File: src/rtl/core/table_driven_fsm_engine_core_macros.svh
// ---------------------------------------------------------------------------
// Assertion macros for the table driven state machine engine
// Concurrent checks clocked on clk and disabled during rst.
// ---------------------------------------------------------------------------
`ifndef TABLE_DRIVEN_FSM_ENGINE_CORE_MACROS_SVH
`define TABLE_DRIVEN_FSM_ENGINE_CORE_MACROS_SVH

// check a condition at every edge
`define TFE_ASSERT_NOW(lbl, cond) \
  lbl: assert property (@(posedge clk) disable iff (rst) (cond)) \
    else $error("%m: check failed");

// check a consequence in the cycle after its trigger
`define TFE_ASSERT_NEXT(lbl, ante, cons) \
  lbl: assert property (@(posedge clk) disable iff (rst) (ante) |=> (cons)) \
    else $error("%m: check failed");

`endif

File: src/rtl/core/tfe_pkg.sv
// ---------------------------------------------------------------------------
// tfe_pkg
// Types and codes used by the state machine engine and its table entries.
// ---------------------------------------------------------------------------
package tfe_pkg;

  localparam logic [1:0] OP_LOAD  = 2'd0;
  localparam logic [1:0] OP_START = 2'd1;
  localparam logic [1:0] OP_EVENT = 2'd2;

  localparam logic [1:0] REG_TABLE_SIZE    = 2'd0;
  localparam logic [1:0] REG_DEFAULT_STATE = 2'd1;
  localparam logic [1:0] REG_DEFAULT_EVENT = 2'd2;

  typedef struct packed {
    logic       has_handler;
    logic       stays;
    logic [3:0] to_state;
    logic [7:0] event_id;
    logic [3:0] from_state;
  } entry_t;

  localparam int ENTRY_W = $bits(entry_t);

  typedef struct packed {
    logic       fired;
    logic       is_start;
    logic [4:0] entry_used;
    logic [3:0] old_state;
    logic [3:0] new_state;
    logic       state_changed;
    logic       run_handler;
    logic       chain_overflow;
    logic       last;
  } result_t;

endpackage

File: src/rtl/core/tfe_ram.sv
// ---------------------------------------------------------------------------
// tfe_ram
// Generic single write, single read RAM with a registered read port.
// ---------------------------------------------------------------------------
module tfe_ram #(
  parameter int WIDTH = 18,
  parameter int DEPTH = 32
) (
  input  logic                                         clk,
  input  logic                                         we,
  input  logic [((DEPTH > 1) ? $clog2(DEPTH) : 1)-1:0] waddr,
  input  logic [WIDTH-1:0]                             wdata,
  input  logic [((DEPTH > 1) ? $clog2(DEPTH) : 1)-1:0] raddr,
  output logic [WIDTH-1:0]                             rdata
);

  logic [WIDTH-1:0] mem [DEPTH];

  always_ff @(posedge clk) begin
    if (we) begin
      mem[waddr] <= wdata;
    end
    rdata <= mem[raddr];
  end

endmodule

File: src/rtl/core/table_driven_fsm_engine_core.sv
// ---------------------------------------------------------------------------
// table_driven_fsm_engine_core
// Programmable state machine: a transition table in RAM is searched for the
// current state and event, fired entries and default chains give results.
// ---------------------------------------------------------------------------
//  channel  direction  handshake                word
//  in       sink       in_valid / in_stall      opcode and entry fields
//  out      source     out_valid / out_stall    one result of an item
//  cfg      APB slave  psel penable pwrite      table_size, default regs
//
//  A load writes the table RAM while the engine stays idle. A start or
//  event scans the table entry by entry through READ and CHECK (one RAM
//  read port, registered read); each result passes through EMIT, and FIRE
//  applies the matched entry. The table RAM is not cleared by reset.
//  Input stalls while an item is in work; output stalls hold the sequencer.
// ---------------------------------------------------------------------------
`include "table_driven_fsm_engine_core_macros.svh"

module table_driven_fsm_engine_core #(
  parameter int TABLE_DEPTH = 32,
  parameter int NUM_STATES  = 16,
  parameter int CHAIN_LIMIT = 15
) (
  input  logic        clk,
  input  logic        rst,
  input  logic        in_valid,
  output logic        in_stall,
  input  logic [1:0]  opcode,
  input  logic [4:0]  entry_index,
  input  logic [3:0]  from_state,
  input  logic [7:0]  event_id,
  input  logic [3:0]  to_state,
  input  logic        stays,
  input  logic        has_handler,
  output logic        out_valid,
  input  logic        out_stall,
  output logic        fired,
  output logic        is_start,
  output logic [4:0]  entry_used,
  output logic [3:0]  old_state,
  output logic [3:0]  new_state,
  output logic        state_changed,
  output logic        run_handler,
  output logic        chain_overflow,
  output logic        last,
  input  logic        psel,
  input  logic        penable,
  input  logic        pwrite,
  input  logic [3:0]  paddr,
  input  logic [31:0] pwdata,
  output logic [31:0] prdata,
  output logic        pready
);

  localparam int AW        = (TABLE_DEPTH > 1) ? $clog2(TABLE_DEPTH) : 1;
  localparam int DEPTH_CAP = (TABLE_DEPTH > 63) ? 63 : TABLE_DEPTH;
  localparam int CCW       = $clog2(CHAIN_LIMIT + 1);

  localparam logic [2:0] ST_IDLE  = 3'd0;
  localparam logic [2:0] ST_READ  = 3'd1;
  localparam logic [2:0] ST_CHECK = 3'd2;
  localparam logic [2:0] ST_EMIT  = 3'd3;
  localparam logic [2:0] ST_FIRE  = 3'd4;

  logic [2:0]            st;
  logic [5:0]            table_size;
  logic [3:0]            default_state;
  logic [7:0]            default_event_id;
  logic [3:0]            cur;
  logic [7:0]            ev;
  logic                  in_chain;
  logic [CCW-1:0]        chain_cnt;
  logic [5:0]            scan_idx;
  logic [5:0]            ent_idx;
  tfe_pkg::entry_t       ent;
  tfe_pkg::result_t      pend;
  tfe_pkg::result_t      res;

  logic                  in_acc;
  logic                  cfg_wr;
  logic                  out_free;
  logic [5:0]            scan_n;
  logic [7:0]            ev_key;
  logic [3:0]            ds_eff;
  logic                  ent_stay;
  logic                  ram_we;
  logic [tfe_pkg::ENTRY_W-1:0] ram_wdata;
  logic [tfe_pkg::ENTRY_W-1:0] ram_rdata;
  tfe_pkg::entry_t       rd_ent;

  assign pready   = 1'b1;
  assign in_stall = (st != ST_IDLE);
  assign in_acc   = in_valid && !in_stall;
  assign cfg_wr   = psel && penable && pwrite && pready;
  assign out_free = !out_valid || !out_stall;

  assign scan_n   = (table_size > 6'(DEPTH_CAP)) ? 6'(DEPTH_CAP) : table_size;
  assign ev_key   = in_chain ? default_event_id : ev;
  assign ds_eff   = (32'(default_state) < NUM_STATES) ? default_state : 4'd0;
  assign ent_stay = ent.stays || !(32'(ent.to_state) < NUM_STATES);
  assign rd_ent   = tfe_pkg::entry_t'(ram_rdata);

  assign ram_we    = in_acc && (opcode == tfe_pkg::OP_LOAD) &&
                     (32'(entry_index) < TABLE_DEPTH);
  assign ram_wdata = {has_handler, stays, to_state, event_id, from_state};

  tfe_ram #(
    .WIDTH (tfe_pkg::ENTRY_W),
    .DEPTH (TABLE_DEPTH)
  ) u_table (
    .clk   (clk),
    .we    (ram_we),
    .waddr (AW'(entry_index)),
    .wdata (ram_wdata),
    .raddr (AW'(scan_idx)),
    .rdata (ram_rdata)
  );

  always_comb begin
    case (paddr[3:2])
      tfe_pkg::REG_TABLE_SIZE:    prdata = {26'd0, table_size};
      tfe_pkg::REG_DEFAULT_STATE: prdata = {28'd0, default_state};
      tfe_pkg::REG_DEFAULT_EVENT: prdata = {24'd0, default_event_id};
      default:                    prdata = 32'd0;
    endcase
  end

  always_ff @(posedge clk) begin
    if (rst) begin
      table_size       <= 6'd0;
      default_state    <= 4'd0;
      default_event_id <= 8'd0;
    end else if (cfg_wr) begin
      case (paddr[3:2])
        tfe_pkg::REG_TABLE_SIZE:    table_size       <= pwdata[5:0];
        tfe_pkg::REG_DEFAULT_STATE: default_state    <= pwdata[3:0];
        tfe_pkg::REG_DEFAULT_EVENT: default_event_id <= pwdata[7:0];
        default: ;
      endcase
    end
  end

  always_ff @(posedge clk) begin
    if (rst) begin
      st        <= ST_IDLE;
      cur       <= 4'd0;
      in_chain  <= 1'b0;
      chain_cnt <= '0;
      out_valid <= 1'b0;
    end else begin
      if (out_valid && !out_stall && (st != ST_EMIT)) begin
        out_valid <= 1'b0;
      end
      case (st)
        ST_IDLE: begin
          if (in_acc) begin
            scan_idx  <= 6'd0;
            chain_cnt <= '0;
            ev        <= event_id;
            case (opcode)
              tfe_pkg::OP_START: begin
                pend     <= '{fired: 1'b1, is_start: 1'b1, entry_used: 5'd0,
                              old_state: cur, new_state: ds_eff,
                              state_changed: 1'b1, run_handler: 1'b0,
                              chain_overflow: 1'b0, last: 1'b0};
                cur      <= ds_eff;
                in_chain <= 1'b1;
                st       <= ST_READ;
              end
              tfe_pkg::OP_EVENT: begin
                in_chain <= 1'b0;
                st       <= ST_READ;
              end
              default: ;
            endcase
          end
        end
        ST_READ: begin
          if (scan_idx >= scan_n) begin
            if (!in_chain) begin
              pend <= '{fired: 1'b0, is_start: 1'b0, entry_used: 5'd0,
                        old_state: cur, new_state: cur,
                        state_changed: 1'b0, run_handler: 1'b0,
                        chain_overflow: 1'b0, last: 1'b1};
            end else begin
              pend.last <= 1'b1;
            end
            st <= ST_EMIT;
          end else begin
            st <= ST_CHECK;
          end
        end
        ST_CHECK: begin
          if (rd_ent.from_state == cur && rd_ent.event_id == ev_key) begin
            ent     <= rd_ent;
            ent_idx <= scan_idx;
            if (in_chain && 32'(chain_cnt) >= CHAIN_LIMIT) begin
              {pend.chain_overflow, pend.last} <= 2'b11;
              st                               <= ST_EMIT;
            end else if (in_chain) begin
              pend.last <= 1'b0;
              st        <= ST_EMIT;
            end else begin
              st <= ST_FIRE;
            end
          end else begin
            scan_idx <= scan_idx + 6'd1;
            st       <= ST_READ;
          end
        end
        ST_EMIT: begin
          if (out_free) begin
            res       <= pend;
            out_valid <= 1'b1;
            st        <= pend.last ? ST_IDLE : ST_FIRE;
          end
        end
        ST_FIRE: begin
          pend <= '{fired: 1'b1, is_start: 1'b0, entry_used: 5'(ent_idx),
                    old_state: cur, new_state: ent_stay ? cur : ent.to_state,
                    state_changed: !ent_stay, run_handler: ent.has_handler,
                    chain_overflow: 1'b0, last: 1'b0};
          if (!ent_stay) begin
            cur <= ent.to_state;
          end
          if (in_chain) begin
            chain_cnt <= chain_cnt + CCW'(1);
          end
          in_chain <= 1'b1;
          scan_idx <= 6'd0;
          st       <= ST_READ;
        end
        default: st <= ST_IDLE;
      endcase
    end
  end

  assign fired          = res.fired;
  assign is_start       = res.is_start;
  assign entry_used     = res.entry_used;
  assign old_state      = res.old_state;
  assign new_state      = res.new_state;
  assign state_changed  = res.state_changed;
  assign run_handler    = res.run_handler;
  assign chain_overflow = res.chain_overflow;
  assign last           = res.last;

  `TFE_ASSERT_NEXT(a_start_enters_chain, in_acc && opcode == tfe_pkg::OP_START, st == ST_READ && in_chain)
  `TFE_ASSERT_NEXT(a_emit_loads_word, st == ST_EMIT && out_free, out_valid)
  `TFE_ASSERT_NOW(a_chain_bounded, 32'(chain_cnt) <= CHAIN_LIMIT)

endmodule
File: config.mk
export PLATFORM = sky130hd
export DESIGN_NAME = table_driven_fsm_engine_core
export DESIGN_NICKNAME = d
export VERILOG_FILES = /design/src/rtl/core/tfe_pkg.sv /design/src/rtl/core/tfe_ram.sv /design/src/rtl/core/table_driven_fsm_engine_core.sv
export VERILOG_INCLUDE_DIRS = /design/src /design/src/rtl/core
export SDC_FILE = /design/constraint.sdc
export NUM_CORES = 1
export LEC_CHECK = 0
export ABC_AREA = 0
export BUFFER_PORTS_ARGS = -buffer_cell sky130_fd_sc_hd__buf_2
export CAP_MARGIN = 20
export CELL_PAD_IN_SITES_DETAIL_PLACEMENT = 0
export CELL_PAD_IN_SITES_GLOBAL_PLACEMENT = 1
export CORE_MARGIN = 2
export CORE_UTILIZATION = 45
export CTS_CLUSTER_DIAMETER = 150
export DETAILED_ROUTE_END_ITERATION = 16
export GPL_ROUTABILITY_DRIVEN = 0
export GPL_TIMING_DRIVEN = 0
export PLACE_DENSITY_LB_ADDON = 0.15
export SYNTH_ARGS = -nofsm -noshare
export SYNTH_HDL_FRONTEND = slang
export SYNTH_SLANG_ARGS = --single-unit
File: constraint.sdc
create_clock -name clk -period 3.3 [get_ports clk]
set_input_delay 0.66 -clock clk [delete_from_list [all_inputs] [get_ports clk]]
set_output_delay 0.66 -clock clk [all_outputs]
set_load 0.1 [all_outputs]
After elaboration in Yosys (flattened, before gate mapping)
Memories as Yosys holds them, arrays and structs flattened. A register that Yosys moved wholly into a read port is not among the register bits.
Index checks and enable logic that the tools add are counted.
- bits in registers: 94
- bits in writable memories: 576
- bits of input ports: 68
- output and inout bits: 54
- logic and storage cells: 138
- memories kept: 1
- add/sub/neg operators: 2
- order comparisons: 3
- eq/ne operators: 23
- multiplexer cells: 40
- bitwise logic cells: 1
- reductions and logical operators: 36
- memory list (name ; depth ; width ; read ports ; clocked after Yosys merged registers in ; write ports ; RTL line ; RTL):
    u_table.mem ; 32 ; 18 ; 1 ; 1 ; 1 ; tfe_ram.sv:17 ; logic [WIDTH-1:0] mem [DEPTH];
- operators with widths (operator ; number):
    two-way mux 19 bit ; 3
    one-hot mux 17 bit (3 select lines) ; 1
    one-hot mux 8 bit (3 select lines) ; 1
    two-way mux 3 bit ; 7
    AND reduction 3 bit ; 7
    two-way mux 4 bit ; 5
    two-way mux 18 bit ; 1
    two-way mux 6 bit ; 3
    inequality test 2 bit (second input constant) ; 9
    one-hot mux 6 bit (3 select lines) ; 1
    one-hot mux 4 bit (2 select lines) ; 2
    one-hot mux 3 bit (5 select lines) ; 1
    two-way mux 1 bit ; 10
    nonzero test 3 bit ; 3
    equality test 8 bit ; 1
    logical AND 1 bit ; 8
    two-way mux 8 bit ; 1
    one-hot mux 2 bit (4 select lines) ; 1
    AND reduction 8 bit ; 1
    AND reduction 7 bit ; 1
    adder 6 x 1 -> 6 bit (second input constant) ; 1
    equality test 3 x 2 -> 1 bit (second input constant) ; 2
    greater-or-equal comparator 6 bit ; 1
    greater-than comparator 6 bit (second input constant) ; 1
    24 further kinds ; 33

Depth between registers and ports, before layout
- depth in word-level cells: 6
- mapped depth: 10
- gate-level depth less buffers: 8

Hierarchy
Synthesis repeated with hierarchy kept, for this count alone.
- cells, all modules: 1639
- area, all modules: 27302.4 um^2
- by module, submodules not included (module ; times used ; cells each ; area each (um^2) ; seq. area each (um^2)):
    tfe_ram ; 1 ; 1278 ; 23050.9 ; 17656.9
    table_driven_fsm_engine_core ; 1 ; 361 ; 4251.6 ; 2512.4

Worst setup path before layout
OpenSTA, ideal clock, no wires.
- kind: input-to-output
- start: input paddr[3]
- end: output prdata[0]
- arrival time: 2997 ps
- data required time: 2640 ps
- setup slack: -357 ps
- stages: 2
- buffers on the path: 1
- cell sequence: clkbuf_1 o21ai_0
- longest elaborated chain between the ends: 2
- elaborated cells between the ends (all ways): 4
- classes of those cells: 2 x eq/ne; 1 x mux; 1 x reduce/logical
- RTL lines (item ; RTL line ; RTL):
    start, declared ; table_driven_fsm_engine_core.sv:49 ; input logic [3:0] paddr,
    equality test 2 bit (tied with other cells) ; table_driven_fsm_engine_core.sv:120 ; case (paddr[3:2])
    one-hot mux 8 bit (3 select lines) (*) ; table_driven_fsm_engine_core.sv:120 ;
    end, declared ; table_driven_fsm_engine_core.sv:51 ; output logic [31:0] prdata,
Every way passes the cells marked *; elsewhere a longest branch is shown, timed or not.

==> results.cfg <==
[run_status]
status = finished clean

[timing]
layout_worst_path_cycle_share_pct = 97.55
clock.fmax_mhz = 310.7
period_needed_ns = 3.219
worst_slew_pin_slew_ns = 0.9780
finalMaxSlewViolations = 0
rsz0062_at_grt = no
holdWs_ns = 0.3270
hold_violations = 0
fin_skew_ns = 0.02886
setup_tns_ns = 0
setup_viol = 0
relSlewSlack_pct = 34.80

[min_path]
min_to = default_event_id[7]
hold_depth = 3
hold_path_class = input port to register
min_from = pwdata[7]

[setup_path]
timing.rr.end = u_table.rdata[4]
r2r_start = scan_idx[1]
end_kind = register
cp.arrival_ns = 3.69
worstPathRequired_ns = 3.77
path_class = register to register
cp_max_fo = 10
startpoint = scan_idx[1]
startpoint_type = register
reg2reg_depth = 6
r2r_slack_ns = 0.08

[clocking]
clk_pin_slew_ns = 0.06
clk-insertion-delay-late_ns = 0.62
clockBufferDepth = 3
htree_levels = 3
clock_sinks = 688
cts_made_buffers = 73
cts_tree = done
root_buffer = clkbuf_16
cts_hold_buf = 0

[yosys]
synth-edff-count = 639
ys_types = 51
synth_ff_type = edfxtp_1
yosys_register_bits = 688
syn_area_sq_mm = 0.02662
ys_seq_area_share_pct = 75.76
synthCells = 1252
async_flop_share_pct = 0
yosys_warnings = 0
syn_avg_cell_area_sq_um = 21.26

[final_layout]
final_cell_mix = edfxtp_1 (639), mux4_2 (180), clkbuf_16 (76), buf_2 (73), clkbuf_1 (62)
seqCellArea_sq_mm = 0.02017
n_fill_cell = 4624
area_delta_synth_final_pct = 16.57
layout_commonest_cell = edfxtp_1
multiInputGateArea_sq_mm = 0.006193
finalNetCount = 1530
final_cells = 2281
postLayoutCoreUtil_pct = 52.78
drive_gt1_share_pct = 31.59

[placement]
dp.final_hpwl_um = 41100
placement.io_buffers = 69
dp_cells = 2140

[die]
chipWidth_um = 247.2
rows = 89
ios = 122
coreArea_sq_mm = 0.05880
dieArea_sq_mm = 0.06113
die_h_um = 247.2
start_util_pct = 45.28

[power]
power-per-cell-area_mw_per_mm2 = 644.1
p_leak_nw = 10.01
power.total_mw = 19.99
irDropWorstVdd_v = 0.0004530

[grt]
grt_pass1_wl_um = 91290
grt_pass1_vias = 12980
use_met3_pct = 4.124
use_met1_pct = 29.01
overflow = 0
grtUsageMet2_pct = 35.74
grt_util_all_layers_pct = 21.52
antenna_found_initial = 13
grt_max_degree = 34
busiest_layer = met2

[drt]
via_count = 12780
viasPerCell = 5.602
wirelength_um = 63540
drtIter0Drc = 1445
drtAntennaViolNets = 0
firstDrtPassIters = 5
drt-wirelength-per-cell_um = 27.85
route.detailed.drc = 0

[flow_run]
cap_violations = 0
sequential cells by signal, indices dropped and copies added (netlist names), 3 cells and up:
register and flops:
table_size 6, entry_used 5, old_state 4, ev 8, u_table.mem 576, u_table.rdata 18, st 3, pend 19
ent_idx 5, chain_cnt 4, default_state 4, scan_idx 6, new_state 4, cur 4, default_event_id 8, ent 5
worst max path at each step:
| stage | end | slack [ns] |
|---|---|---|
| floorplan | prdata[1] | 0.19 |
| global placement | u_table.mem[16][6] | -1.26 |
| detailed placement | u_table.rdata[4] | -0.54 |
| CTS | u_table.mem[24][8] | -0.006 |
| global route | u_table.rdata[3] | 0.004 |
| finish | u_table.rdata[4] | 0.08 |
cell type report:
class                      instances  share of cell area [%]
tap                              773                   3.117
sequential                       688                   64.99
timing repair buffer             101                   3.048
multi-input combinational        489                   19.96
antenna                            1                0.008064
inverter                          13                  0.1572
clock inverter                    23                  0.5322
buffer                            85                   1.576
clock buffer                     108                   6.612
metrics by stage:
stage	instance area, sq um	setup WS (ns)
after floorplan	26710	0.1929
after global placement	28020	-1.258
after detailed placement	28610	-0.5417
after CTS	30870	-0.006376
after global routing	31030	0.003713
final	31030	0.08096
cells by family after synthesis:
logic type	synth area share, %
flops	75.76
mux	17.08
simple gates	2.848
buf+inv	1.974
compound gates	1.203
xor+xnor	0.5922
fa+ha+maj	0.5170
other cells	0.02821
cells in the mapped netlist (7+ instances only):
cell type	n	area [sq um]
ha_1	11	137.6
mux4_2	180	4054
and3_1	9	56.30
inv_1	11	41.29
edfxtp_1	639	19190
dfxtp_1	49	980.9
nor2_1	70	262.8
mux2i_1	29	290.3
buf_4	37	277.8
a21oi_1	16	80.08
xor2_1	16	140.1
nand3_1	16	80.08
clkbuf_1	37	138.9
o21ai_1	7	35.03
mux2_2	18	202.7
nand2_1	29	108.9
a222oi_1	8	80.08
worst max-delay path: stages, from the launching register on:
cell	delay, ns
edfxtp_1	0.48
buf_2	0.30
clkbuf_2	0.43
clkdlybuf4s15_2	0.59
mux4_2	0.41
mux4_2	0.57
mux2_2	0.31
timing repair:
item | CTS | global route
setup buffers | 1 | 5
endpoints found under the hold margin | 0 | 0
pin swaps | 1 | 4
endpoints found under the setup margin | 228 | 230
resized for setup | 8 | 7
where the power goes:
group / internal, mW / switching [mW] / total [mW]
clock network: 4.45 / 3.23 / 7.68
logic: 0.974 / 1.48 / 2.45
registers: 9.77 / 0.0847 / 9.85
per-layer routing:
| metal | share of wire, % | routed length [um] |
|---|---|---|
| met5 | 0.068 | 43 |
| met4 | 2.7 | 1706 |
| met1 | 41 | 26190 |
| met3 | 6.3 | 3999 |
| met2 | 50 | 31600 |
Power figures use the tool's default switching activity.
